## config.mk

```make
export PLATFORM = sky130hd
export DESIGN_NAME = trapezoid_segment_time_allocator
export DESIGN_NICKNAME = d
export VERILOG_FILES = /design/src/rtl/tsta_pkg.sv /design/src/rtl/tsta_mul.sv /design/src/rtl/tsta_div.sv /design/src/rtl/tsta_sqrt.sv /design/src/rtl/trapezoid_segment_time_allocator.sv
export SDC_FILE = /design/constraint.sdc
export NUM_CORES = 2
export LEC_CHECK = 0
export BUFFER_PORTS_ARGS = -buffer_cell sky130_fd_sc_hd__buf_2
export CORE_ASPECT_RATIO = 0.6
export CORE_MARGIN = 8
export CORE_UTILIZATION = 55
export DETAILED_ROUTE_END_ITERATION = 16
export MAX_ROUTING_LAYER = met4
export PLACE_DENSITY = 0.69
export SYNTH_ARGS = -nofsm -noshare
export SYNTH_HDL_FRONTEND = slang
export SYNTH_SLANG_ARGS = --single-unit
```

## constraint.sdc

```tcl
create_clock -name clk -period 9.4 [get_ports clk]
set_input_delay 1.41 -clock clk [delete_from_list [all_inputs] [get_ports clk]]
set_output_delay 1.41 -clock clk [all_outputs]
set_load 0.02 [all_outputs]
```

## src/rtl/tsta_pkg.sv

```systemverilog
// tsta_pkg: shared widths, register indexes and reset values
// used by the trapezoid segment time allocator top level
`timescale 1ns / 1ps
package tsta_pkg;
	localparam int COORD_W = 32;
	localparam int LIMIT_W = 32;
	localparam int DUR_W = 32;
	localparam int FRACTION_BITS_DEF = 16;

	typedef logic [0:0] reg_index_t;
	localparam reg_index_t REG_MAX_VELOCITY = 1'b0;
	localparam reg_index_t REG_MAX_ACCELERATION = 1'b1;

	localparam logic [LIMIT_W-1:0] LIMIT_RESET = 32'd196608;
endpackage

```

## src/rtl/tsta_mul.sv

```systemverilog
// tsta_mul: bit-serial shift-add multiplier, one multiplier bit per cycle
// standalone, no package dependencies
`timescale 1ns / 1ps
module tsta_mul #(
	parameter int AW = 34,
	parameter int BW = 33
) (
	input  logic             clk,
	input  logic             arst_n,
	input  logic             start,
	input  logic [AW-1:0]    a,
	input  logic [BW-1:0]    b,
	output logic             done,
	output logic [AW+BW-1:0] p
);
	localparam int CW = $clog2(BW + 1);

	logic [CW-1:0]    cnt_q;
	logic             done_q;
	logic [AW+BW-1:0] mcand_q;
	logic [BW-1:0]    mplier_q;
	logic [AW+BW-1:0] acc_q;

	always_ff @(posedge clk or negedge arst_n) begin
		if (!arst_n) begin
			cnt_q <= '0;
			done_q <= 1'b0;
		end else begin
			done_q <= 1'b0;
			if (start) begin
				cnt_q <= CW'(BW);
			end else if (cnt_q != '0) begin
				cnt_q <= cnt_q - CW'(1);
				if (cnt_q == CW'(1)) begin
					done_q <= 1'b1;
				end
			end
		end
	end

	always_ff @(posedge clk) begin
		if (start) begin
			mcand_q <= (AW+BW)'(a);
			mplier_q <= b;
			acc_q <= '0;
		end else if (cnt_q != '0) begin
			if (mplier_q[0]) begin
				acc_q <= acc_q + mcand_q;
			end
			mcand_q <= mcand_q << 1;
			mplier_q <= mplier_q >> 1;
		end
	end

	assign done = done_q;
	assign p = acc_q;
endmodule

```

## src/rtl/tsta_div.sv

```systemverilog
// tsta_div: restoring divider, one quotient bit per cycle
// standalone, no package dependencies
`timescale 1ns / 1ps
module tsta_div #(
	parameter int NW = 84,
	parameter int DW = 64
) (
	input  logic          clk,
	input  logic          arst_n,
	input  logic          start,
	input  logic [NW-1:0] num,
	input  logic [DW-1:0] den,
	output logic          done,
	output logic [NW-1:0] quo
);
	localparam int CW = $clog2(NW + 1);

	logic [CW-1:0] cnt_q;
	logic          done_q;
	logic [NW-1:0] num_q;
	logic [DW-1:0] den_q;
	logic [DW-1:0] rem_q;
	logic [DW:0]   trial;
	logic          fits;

	assign trial = {rem_q, num_q[NW-1]};
	assign fits = trial >= {1'b0, den_q};

	always_ff @(posedge clk or negedge arst_n) begin
		if (!arst_n) begin
			cnt_q <= '0;
			done_q <= 1'b0;
		end else begin
			done_q <= 1'b0;
			if (start) begin
				cnt_q <= CW'(NW);
			end else if (cnt_q != '0) begin
				cnt_q <= cnt_q - CW'(1);
				if (cnt_q == CW'(1)) begin
					done_q <= 1'b1;
				end
			end
		end
	end

	// quotient bits shift into the freed low end of the numerator
	always_ff @(posedge clk) begin
		if (start) begin
			num_q <= num;
			den_q <= den;
			rem_q <= '0;
		end else if (cnt_q != '0) begin
			if (fits) begin
				rem_q <= DW'(trial - {1'b0, den_q});
			end else begin
				rem_q <= trial[DW-1:0];
			end
			num_q <= {num_q[NW-2:0], fits};
		end
	end

	assign done = done_q;
	assign quo = num_q;
endmodule

```

## src/rtl/tsta_sqrt.sv

```systemverilog
// tsta_sqrt: restoring integer square root, one root bit per cycle
// standalone, no package dependencies
`timescale 1ns / 1ps
module tsta_sqrt #(
	parameter int XW = 68
) (
	input  logic            clk,
	input  logic            arst_n,
	input  logic            start,
	input  logic [XW-1:0]   x,
	output logic            done,
	output logic [XW/2-1:0] root
);
	localparam int RW = XW / 2;
	localparam int CW = $clog2(RW + 1);

	logic [CW-1:0] cnt_q;
	logic          done_q;
	logic [XW-1:0] x_q;
	logic [RW:0]   rem_q;
	logic [RW-1:0] root_q;
	logic [RW+2:0] t;
	logic [RW+2:0] trial;
	logic          fits;

	assign t = {rem_q, x_q[XW-1:XW-2]};
	assign trial = {1'b0, root_q, 2'b01};
	assign fits = t >= trial;

	always_ff @(posedge clk or negedge arst_n) begin
		if (!arst_n) begin
			cnt_q <= '0;
			done_q <= 1'b0;
		end else begin
			done_q <= 1'b0;
			if (start) begin
				cnt_q <= CW'(RW);
			end else if (cnt_q != '0) begin
				cnt_q <= cnt_q - CW'(1);
				if (cnt_q == CW'(1)) begin
					done_q <= 1'b1;
				end
			end
		end
	end

	always_ff @(posedge clk) begin
		if (start) begin
			x_q <= x;
			rem_q <= '0;
			root_q <= '0;
		end else if (cnt_q != '0) begin
			if (fits) begin
				rem_q <= (RW+1)'(t - trial);
			end else begin
				rem_q <= t[RW:0];
			end
			root_q <= {root_q[RW-2:0], fits};
			x_q <= x_q << 2;
		end
	end

	assign done = done_q;
	assign root = root_q;
endmodule

```

## src/rtl/trapezoid_segment_time_allocator.sv

```systemverilog
// trapezoid_segment_time_allocator: waypoint segment duration under velocity and
// acceleration limits; sequencer over tsta_mul, tsta_div and tsta_sqrt, uses tsta_pkg
// steps: three squaring multiplies and a root give the distance; a zero limit
// saturates the duration, else distance times acceleration and velocity squared
// follow, then a divide and a root if triangular, else a multiply and a divide;
// one waypoint at a time, the next taken once the result is in the output register;
// a route start or first waypoint yields no item; reset is asynchronous, active low
`timescale 1ns / 1ps
module trapezoid_segment_time_allocator #(
	parameter int FRACTION_BITS = tsta_pkg::FRACTION_BITS_DEF
) (
	input  logic                         clk,
	input  logic                         arst_n,
	input  logic                         s_tvalid,
	output logic                         s_tready,
	input  logic [3*tsta_pkg::COORD_W-1:0] s_tdata,  // waypoint_x, waypoint_y, waypoint_z
	input  logic                         s_tuser,   // route_start
	output logic                         m_tvalid,
	input  logic                         m_tready,
	output logic [tsta_pkg::DUR_W-1:0]   m_tdata,   // segment_duration
	output logic [1:0]                   m_tuser,   // duration_saturated, triangular_profile
	input  logic                         cfg_we,
	input  tsta_pkg::reg_index_t         cfg_index,
	input  logic [tsta_pkg::LIMIT_W-1:0] cfg_data
);
	import tsta_pkg::*;

	localparam int DW = COORD_W + 1;
	localparam int MA_W = COORD_W + 2;
	localparam int MB_W = COORD_W + 1;
	localparam int MP_W = MA_W + MB_W;
	localparam int TRI_W = MA_W + 2 * FRACTION_BITS + 2;
	localparam int TRP_W = MP_W + FRACTION_BITS;
	localparam int DIV_W = (TRI_W > TRP_W) ? TRI_W : TRP_W;
	localparam int DEN_W = 2 * LIMIT_W;
	localparam int SQ_W = (TRI_W > 68) ? TRI_W : 68;
	localparam int RW = SQ_W / 2;

	localparam logic [3:0] S_IDLE = 4'd0;
	localparam logic [3:0] S_MX   = 4'd1;
	localparam logic [3:0] S_MY   = 4'd2;
	localparam logic [3:0] S_MZ   = 4'd3;
	localparam logic [3:0] S_SQ1  = 4'd4;
	localparam logic [3:0] S_MDA  = 4'd5;
	localparam logic [3:0] S_MVV  = 4'd6;
	localparam logic [3:0] S_DTRI = 4'd7;
	localparam logic [3:0] S_SQ2  = 4'd8;
	localparam logic [3:0] S_MAV  = 4'd9;
	localparam logic [3:0] S_DTRP = 4'd10;
	localparam logic [3:0] S_OUT  = 4'd11;

	logic [3:0]         state_q;
	logic               kick_q;
	logic               have_prev_q;
	logic [LIMIT_W-1:0] vel_q;
	logic [LIMIT_W-1:0] acc_q;
	logic [COORD_W-1:0] prev_x_q, prev_y_q, prev_z_q;
	logic [DW-1:0]      dx_q, dy_q, dz_q;
	logic [MP_W-1:0]    sum_q;
	logic [MA_W-1:0]    dist_q;
	logic [MP_W-1:0]    da_q;
	logic [MP_W-1:0]    vv_q;
	logic [DEN_W-1:0]   av_q;
	logic [DUR_W-1:0]   res_dur_q;
	logic               res_sat_q, res_tri_q;
	logic               out_valid_q;
	logic [DUR_W-1:0]   out_dur_q;
	logic               out_sat_q, out_tri_q;

	logic [COORD_W-1:0] in_x, in_y, in_z;
	logic [DW-1:0]      dx, dy, dz;
	logic               accept;

	logic               mul_start, mul_done;
	logic [MA_W-1:0]    mul_a;
	logic [MB_W-1:0]    mul_b;
	logic [MP_W-1:0]    mul_p;
	logic               div_start, div_done;
	logic [DIV_W-1:0]   div_num, div_quo;
	logic [DEN_W-1:0]   div_den;
	logic               sq_start, sq_done;
	logic [SQ_W-1:0]    sq_x;
	logic [RW-1:0]      sq_root;
	logic [MP_W-1:0]    vda;

	function automatic logic [DW-1:0] abs_diff(input logic [COORD_W-1:0] p,
			input logic [COORD_W-1:0] q);
		logic [DW-1:0] d;
		d = {p[COORD_W-1], p} - {q[COORD_W-1], q};
		return d[DW-1] ? DW'(-d) : d;
	endfunction

	assign in_x = s_tdata[COORD_W-1:0];
	assign in_y = s_tdata[2*COORD_W-1:COORD_W];
	assign in_z = s_tdata[3*COORD_W-1:2*COORD_W];
	assign dx = abs_diff(in_x, prev_x_q);
	assign dy = abs_diff(in_y, prev_y_q);
	assign dz = abs_diff(in_z, prev_z_q);

	assign s_tready = (state_q == S_IDLE);
	assign accept = s_tvalid && s_tready;

	assign mul_start = kick_q && (state_q == S_MX || state_q == S_MY || state_q == S_MZ ||
		state_q == S_MDA || state_q == S_MVV || state_q == S_MAV);
	assign div_start = kick_q && (state_q == S_DTRI || state_q == S_DTRP);
	assign sq_start = kick_q && (state_q == S_SQ1 || state_q == S_SQ2);

	always_comb begin
		case (state_q)
			S_MX: begin
				mul_a = MA_W'(dx_q);
				mul_b = dx_q;
			end
			S_MY: begin
				mul_a = MA_W'(dy_q);
				mul_b = dy_q;
			end
			S_MZ: begin
				mul_a = MA_W'(dz_q);
				mul_b = dz_q;
			end
			S_MDA: begin
				mul_a = dist_q;
				mul_b = MB_W'(acc_q);
			end
			S_MVV: begin
				mul_a = MA_W'(vel_q);
				mul_b = MB_W'(vel_q);
			end
			S_MAV: begin
				mul_a = MA_W'(acc_q);
				mul_b = MB_W'(vel_q);
			end
			default: begin
				mul_a = '0;
				mul_b = '0;
			end
		endcase
	end

	assign vda = vv_q + da_q;
	assign div_num = (state_q == S_DTRI) ?
		DIV_W'({dist_q, {(2*FRACTION_BITS+2){1'b0}}}) :
		DIV_W'({vda, {FRACTION_BITS{1'b0}}});
	assign div_den = (state_q == S_DTRI) ? DEN_W'(acc_q) : av_q;
	assign sq_x = (state_q == S_SQ1) ? SQ_W'(sum_q) : SQ_W'(div_quo[TRI_W-1:0]);

	tsta_mul #(.AW(MA_W), .BW(MB_W)) u_mul (
		.clk(clk), .arst_n(arst_n), .start(mul_start),
		.a(mul_a), .b(mul_b), .done(mul_done), .p(mul_p)
	);

	tsta_div #(.NW(DIV_W), .DW(DEN_W)) u_div (
		.clk(clk), .arst_n(arst_n), .start(div_start),
		.num(div_num), .den(div_den), .done(div_done), .quo(div_quo)
	);

	tsta_sqrt #(.XW(SQ_W)) u_sqrt (
		.clk(clk), .arst_n(arst_n), .start(sq_start),
		.x(sq_x), .done(sq_done), .root(sq_root)
	);

	// configuration
	always_ff @(posedge clk or negedge arst_n) begin
		if (!arst_n) begin
			vel_q <= LIMIT_RESET;
			acc_q <= LIMIT_RESET;
		end else if (cfg_we) begin
			case (cfg_index)
				REG_MAX_VELOCITY: vel_q <= cfg_data;
				REG_MAX_ACCELERATION: acc_q <= cfg_data;
				default: ;
			endcase
		end
	end

	// sequencer
	always_ff @(posedge clk or negedge arst_n) begin
		if (!arst_n) begin
			state_q <= S_IDLE;
			kick_q <= 1'b0;
			have_prev_q <= 1'b0;
			out_valid_q <= 1'b0;
		end else begin
			kick_q <= 1'b0;
			if (out_valid_q && m_tready && state_q != S_OUT) begin
				out_valid_q <= 1'b0;
			end
			case (state_q)
				S_IDLE: begin
					if (accept) begin
						have_prev_q <= 1'b1;
						if (have_prev_q && !s_tuser) begin
							state_q <= S_MX;
							kick_q <= 1'b1;
						end
					end
				end
				S_MX: if (mul_done) begin
					state_q <= S_MY;
					kick_q <= 1'b1;
				end
				S_MY: if (mul_done) begin
					state_q <= S_MZ;
					kick_q <= 1'b1;
				end
				S_MZ: if (mul_done) begin
					state_q <= S_SQ1;
					kick_q <= 1'b1;
				end
				S_SQ1: if (sq_done) begin
					if (vel_q == '0 || acc_q == '0) begin
						state_q <= S_OUT;
					end else begin
						state_q <= S_MDA;
						kick_q <= 1'b1;
					end
				end
				S_MDA: if (mul_done) begin
					state_q <= S_MVV;
					kick_q <= 1'b1;
				end
				S_MVV: if (mul_done) begin
					state_q <= (da_q < mul_p) ? S_DTRI : S_MAV;
					kick_q <= 1'b1;
				end
				S_DTRI: if (div_done) begin
					state_q <= S_SQ2;
					kick_q <= 1'b1;
				end
				S_SQ2: if (sq_done) begin
					state_q <= S_OUT;
				end
				S_MAV: if (mul_done) begin
					state_q <= S_DTRP;
					kick_q <= 1'b1;
				end
				S_DTRP: if (div_done) begin
					state_q <= S_OUT;
				end
				S_OUT: if (!out_valid_q || m_tready) begin
					out_valid_q <= 1'b1;
					state_q <= S_IDLE;
				end
				default: state_q <= S_IDLE;
			endcase
		end
	end

	// datapath registers
	always_ff @(posedge clk) begin
		if (accept) begin
			prev_x_q <= in_x;
			prev_y_q <= in_y;
			prev_z_q <= in_z;
			dx_q <= dx;
			dy_q <= dy;
			dz_q <= dz;
		end
		if (mul_done) begin
			case (state_q)
				S_MX: sum_q <= mul_p;
				S_MY, S_MZ: sum_q <= sum_q + mul_p;
				S_MDA: da_q <= mul_p;
				S_MVV: begin
					vv_q <= mul_p;
					res_tri_q <= (da_q < mul_p);
				end
				S_MAV: av_q <= mul_p[DEN_W-1:0];
				default: ;
			endcase
		end
		if (sq_done && state_q == S_SQ1) begin
			dist_q <= sq_root[MA_W-1:0];
			if (vel_q == '0 || acc_q == '0) begin
				res_dur_q <= '1;
				res_sat_q <= 1'b1;
				res_tri_q <= 1'b0;
			end
		end
		if (sq_done && state_q == S_SQ2) begin
			res_sat_q <= (sq_root[RW-1:DUR_W] != '0);
			res_dur_q <= (sq_root[RW-1:DUR_W] != '0) ? '1 : sq_root[DUR_W-1:0];
		end
		if (div_done && state_q == S_DTRP) begin
			res_sat_q <= (div_quo[DIV_W-1:DUR_W] != '0);
			res_dur_q <= (div_quo[DIV_W-1:DUR_W] != '0) ? '1 : div_quo[DUR_W-1:0];
		end
		if (state_q == S_OUT && (!out_valid_q || m_tready)) begin
			out_dur_q <= res_dur_q;
			out_sat_q <= res_sat_q;
			out_tri_q <= res_tri_q;
		end
	end

	assign m_tvalid = out_valid_q;
	assign m_tdata = out_dur_q;
	assign m_tuser = {out_tri_q, out_sat_q};

`ifndef NO_ASSERTIONS
	a_mul_done_state: assert property (@(posedge clk) disable iff (!arst_n)
		mul_done |-> (state_q == S_MX || state_q == S_MY || state_q == S_MZ ||
			state_q == S_MDA || state_q == S_MVV || state_q == S_MAV))
		else $error("multiplier finished outside a multiply step");
	a_div_done_state: assert property (@(posedge clk) disable iff (!arst_n)
		div_done |-> (state_q == S_DTRI || state_q == S_DTRP))
		else $error("divider finished outside a divide step");
	a_sat_all_ones: assert property (@(posedge clk) disable iff (!arst_n)
		(m_tvalid && m_tuser[0]) |-> (m_tdata == '1))
		else $error("saturated item without full-scale duration");
	a_out_from_seq: assert property (@(posedge clk) disable iff (!arst_n)
		$rose(m_tvalid) |-> $past(state_q) == S_OUT)
		else $error("output item raised outside the output step");
`endif
endmodule
```

# Word-level counts from Yosys, hierarchy flattened
# Cells that the tools add are included.
# totals
latch_bits,0
word_cells,212
output_inout_bits,36
rom_bits,0
ramBits,0
n_memories,0
register_bits,1170
# op_classes
div_mod_pow,0
magnitude_cmp,3
n_eq_ne,28
shifts,0
bitwise_logic,1
n_addsub,14
n_reduce_logical,49
muxes,74
n_mul,0
# op_table
op,count
$mux W32,10
$mux W83,3
$mux W68,3
$pmux W34 S6,1
$add A67 B67 Y67,3
$pmux W33 S5,1
$pmux W67 S2,1
$neg A33 Y33,3
$sub A32 B32 Y33,3
$mux W34,2
$lt A67 B67 Y1,1
$mux W33,2
$ge A65 B64 Y1,1
$logic_not A32 Y1,2
$mux W64,1
$sub A64 B64 Y64,1
$mux W4,15
$reduce_bool A51 Y1,1
$pmux W4 S12,1
$ge A37 B36 Y1,1
$mux W35,1
$sub A35 B35 Y35,1
$mux W1,26
$ne A2 B1 Y1 const B,13
other kinds (25),72

# Logic depth before layout (Yosys ltp)
# logic_depth
depth_word,8
ltp_mapped,18

# Cells and area by module
# Synthesis repeated with hierarchy kept, for this count alone.
# hier_totals
cells_unflattened,7594
hier_area_um2,74041.0
# by_module_without_submodules
mod,n_inst,cells_each,area_per_inst_um2
trapezoid_segment_time_allocator,1,4328,42583.3
tsta_div,1,1361,13282.7
tsta_mul,1,1193,10567.6
tsta_sqrt,1,712,7607.3

# Worst setup path before layout
# OpenSTA, ideal clock, no wires.
# synth_timing
kind,input to register
start,input port m_tready
end,register res_tri_q
slack_ns,1.800
stages,9
required_ns,9.279
n_path_buf,0
t_arrival_ns,7.479
path_cell_list,nand2b_1 -> o22ai_1 -> a21oi_1 -> o22ai_1 -> a21oi_1 -> o21ai_0 -> nor3_1 -> nand2_1 -> o211a_1
# synth_lines
element,line_no,source
"start, declared",trapezoid_segment_time_allocator.sv:19,"input logic m_tready,"
"end signal, assigned",trapezoid_segment_time_allocator.sv:267,res_tri_q <= (da_q < mul_p);
"end, declared",trapezoid_segment_time_allocator.sv:65,"logic res_sat_q, res_tri_q;"

# Final worst setup path
# layout_timing
start,"register u_mul.acc_q[6], in the netlist u_mul.p[6]"
end,register sum_q[63] (data pin)
# layout_between
elab_chain_len,2
# layout_rtl
element,line_no,source
"start, declared",tsta_mul.sv:22,logic [AW+BW-1:0] acc_q;
"start signal, assigned",tsta_mul.sv:48,acc_q <= acc_q + mcand_q;
$add A67 B67 Y67,trapezoid_segment_time_allocator.sv:263,"S_MY, S_MZ: sum_q <= sum_q + mul_p;"
$pmux W67 S2,trapezoid_segment_time_allocator.sv:261,case (state_q)
"end signal, assigned",trapezoid_segment_time_allocator.sv:262,S_MX: sum_q <= mul_p;
"end signal, assigned",trapezoid_segment_time_allocator.sv:263,
"end, declared",trapezoid_segment_time_allocator.sv:59,logic [MP_W-1:0] sum_q;
# Every way passes these cells.
# A chain may end at the register's enable or synchronous reset.

==> flow_summary_export.csv <==
group,metric,value,unit
status,status,"finished, final reports clean",
detailed_routing,viasPerCell,6.40,
yosys,syn_nets,8002,
yosys,ys_warn_count,0,
global_route,grt_usage,33.1,%
place,gp_congestion,1.01,
cts,cts_buffer_depth,3,
cts,cts-root-buf,"clkbuf_16",
sta,clock_skew,0.0544,ns
floorplanning,start_util,55.5,%
cts,clk_latency,0.77,ns
critical_path,crit_required,9.83,ns
power_and_ir_drop,cellLeakagePower,30.8,nW
sta,holdWs,0.377,ns
critical_path,critical_path_class,"flip-flop to flip-flop",
detailed_routing,drt_iter0_markers,8647,
yosys,avgSynthCellArea,9.50,um2
yosys,async_reset_ff_share,7.95,%
global_route,grt_overflow,0,
global_route,grt_max_degree,138,
cells_and_area,fillers,11004,
sta,finalMaxSlewViolations,0,
place,io_buffers,170,
global_route,antenna_found_initial,31,
cells_and_area,fin_util,60.5,%
critical_path,crit_fanout,8,
critical_path,critPathCaptureType,"flip-flop",
yosys,syn_inst,7390,
sta,final-hold-violation-count,0,
cts,cts_setup_buffers,0,
detailed_routing,routed_wl,234000,um
cts,cts_tree,"done",
global_route,grt_pass1_vias,53358,
floorplanning,fp.coreArea,126000,um2
power_and_ir_drop,ir_worst_vdd,0.000277,V
global_route,grt_pass1_wl,346000,um
cells_and_area,area_growth,8.98,%
detailed_routing,vias,58964,
place,post-place-ws,3.66,ns
min_path,hold_path_class,"flip-flop to flip-flop",
cells_and_area,drive_gt1_share,8.09,%
floorplanning,fp.dieH,293,um
cts,cts.clk_slew.worst_paths,0.06,ns
cts,cts_resized,0,
sta,fin_setup_tns,0,ns
sta,maxSlewHeadroom,15.2,%
cells_and_area,fin_nets,8005,
cts,clock-sinks,1170,
critical_path,arrival,5.62,ns
yosys,synth-edff-count,843,
detailed_routing,wire_per_inst,25.4,um
detailed_routing,post-route-drc-count,0,
sta,period_share,55.2,%
place,dpl_cell_area,72600,um2
sta,fmax,193,MHz
place,placedCellCount,8977,
flow_run,maxCapViolCount,0,
power_and_ir_drop,power_density,315,nW/um2
floorplanning,fp.dieW,477,um
sta,finalCriticalPeriod,5.19,ns
floorplanning,row_count,101,
yosys,synth.distinct_cells,98,
cts,h-tree-depth,3,
critical_path,rr_worst_depth,13,
sta,grt_setup_unrepaired,"false",
power_and_ir_drop,p_total,24.1,mW
cts,cts_made_buffers,113,
critical_path,cp-start-kind,"flip-flop",
sta,finalSetupViolCount,0,
detailed_routing,firstDrtPassIters,9,
cts,ctsHoldBuffers,0,
floorplanning,dieArea,140000,um2
cells_and_area,final_area,76500,um2
sta,worst_slack,4.21,ns
yosys,synth.cell_area,70200,um2
yosys,ys_seq_elements,1170,
sta,tightest_slew,1.26,ns
detailed_routing,drtAntennaViolNets,0,
yosys,ys.flop_type,"edfxtp_1",
cells_and_area,finalNonFillerCells,9212,
yosys,ys_seq_area_share,46.1,%
floorplanning,pin_count,171,
place,hpwl,177000,um
min_path,whs_path_depth,0,
-- worst max-delay path, stage by stage, from the launching register on --
cell,delay [ns]
dfxtp_1,0.59
ha_1,0.37
a2111oi_0,0.43
o21ai_0,0.22
o2111ai_1,0.21
a21oi_1,0.16
o21ai_0,1.00
a21oi_1,0.42
a41oi_1,0.67
o311ai_0,0.27
o211ai_1,0.15
a21oi_1,0.11
xnor2_1,0.18
a21oi_1,0.08
-- layout by cell type (no fill, tap or decap), drive strengths merged, types with 61 or more instances in the layout --
| cell | synthesis | final |
|---|---|---|
| nor2b | 68 | 68 |
| buf | 30 | 258 |
| dfxtp | 234 | 234 |
| and2 | 68 | 68 |
| nor3 | 71 | 71 |
| ha | 470 | 470 |
| clkbuf | 340 | 134 |
| a21o | 265 | 265 |
| nand2b | 61 | 61 |
| edfxtp | 843 | 843 |
| xor2 | 158 | 158 |
| inv | 385 | 395 |
| nand3 | 103 | 103 |
| xnor2 | 284 | 284 |
| o21bai | 66 | 66 |
| a21oi | 693 | 693 |
| a31oi | 195 | 195 |
| nand2 | 1042 | 1042 |
| a222oi | 66 | 66 |
| mux2 | 68 | 68 |
| nand4 | 105 | 105 |
| nor4 | 63 | 63 |
| dfrtp | 89 | 89 |
| o211ai | 66 | 66 |
| o21ai | 427 | 427 |
| nor2 | 525 | 525 |
-- Yosys cell counts, types with 21 or more instances --
cell      instances  area share [%]
nand2_1        1042             5.6
edfxtp_1        843              36
a21oi_1         693             4.9
nor2_1          524             2.8
ha_1            470             8.4
o21ai_0         405             2.9
inv_1           385             2.1
clkbuf_1        340             1.8
xnor2_1         284             3.5
a21o_1          265             2.8
dfxtp_1         234             6.7
a31oi_1         193             1.7
xor2_1          158             2.0
nand4_1         105            0.94
nand3_1         102            0.73
dfrtp_1          89             3.2
nor3_1           71            0.51
and2_1           68            0.61
mux2_2           68             1.1
nor2b_1          68            0.61
a222oi_1         66            0.94
o211ai_1         66            0.71
o21bai_1         66            0.71
nor4_1           62            0.55
nand2b_1         61            0.54
o21a_1           49            0.52
a311oi_1         47            0.59
and3_1           46            0.41
o31ai_1          43            0.46
or3_1            41            0.37
a211oi_1         40            0.43
a22oi_1          36            0.39
buf_1            25            0.13
o21ai_1          21            0.15
-- cell families (layout without fill, tap and decap cells) --
| kind of cell | Yosys count | in the layout | share of synthesized area [%] |
|---|---|---|---|
| and+or+nand+nor | 2269 | 2269 | 14.5 |
| DFF | 1170 | 1170 | 46.1 |
| muxes | 72 | 72 | 1.15 |
| adders and majority gates | 477 | 477 | 8.58 |
| AOI/OAI and AO/OA | 2205 | 2205 | 20.1 |
| other | 0 | 19 | 0 |
| xor gates and xnor gates | 442 | 442 | 5.52 |
| buffers and inverters | 755 | 859 | 4.06 |
-- worst paths after layout --
kind | start | endpoint | slack, ns
min reg2reg | res_dur_q[29]$_DFFE_PP_ | m_tdata[29]$_DFFE_PP_ | 0.38
min | res_dur_q[29]$_DFFE_PP_ | m_tdata[29]$_DFFE_PP_ | 0.38
max reg2reg | u_mul.p[6]$_SDFFE_PP0P_ | sum_q[63]$_DFFE_PP_ | 4.21
min in group asynchronous | arst_n | u_sqrt.cnt_q[4]$_DFFE_PN0P_ | 0.66
max | u_mul.p[6]$_SDFFE_PP0P_ | sum_q[63]$_DFFE_PP_ | 4.21
max in group asynchronous | arst_n | u_mul.cnt_q[5]$_DFFE_PN0P_ | 7.36
-- flip-flops by register name, indices dropped and copies added, names as in the netlist, 64 cells and up --
signal	flops
da_q	67
u_mul.p	67
u_mul.mcand_q	67
u_div.rem_q	64
u_div.den_q	64
sum_q	67
u_div.quo	83
vv_q	67
av_q	64
u_sqrt.x_q	68
-- power breakdown --
group	internal [mW]	switching, mW	leakage, nW	total [mW]
registers	7.03	1.20	10.9	8.23
logic	4.23	6.79	18.0	11.0
clock network	2.63	2.19	1.86	4.82
-- area by class of cell --
| cell class | count | area, um2 | share of cell area [%] |
|---|---|---|---|
| clock inverter | 82 | 832 | 1.09 |
| sequential | 1170 | 32300 | 42.3 |
| inverter | 385 | 1450 | 1.89 |
| clock buffer | 134 | 3000 | 3.92 |
| multi-input combinational | 5465 | 35200 | 46.0 |
| timing repair buffer | 258 | 1530 | 2.00 |
| tap | 1699 | 2130 | 2.78 |
| antenna | 19 | 47.5 | 0.0622 |
-- metal layers --
| metal | global-route usage (%) | wire length, um |
|---|---|---|
| met1 | 51.0 | 108000 |
| met2 | 41.7 | 87600 |
| met3 | 10.2 | 32200 |
| met4 | 7.19 | 5500 |
| met5 | - | 0 |
No activity file was read; power rests on OpenSTA's default activity.
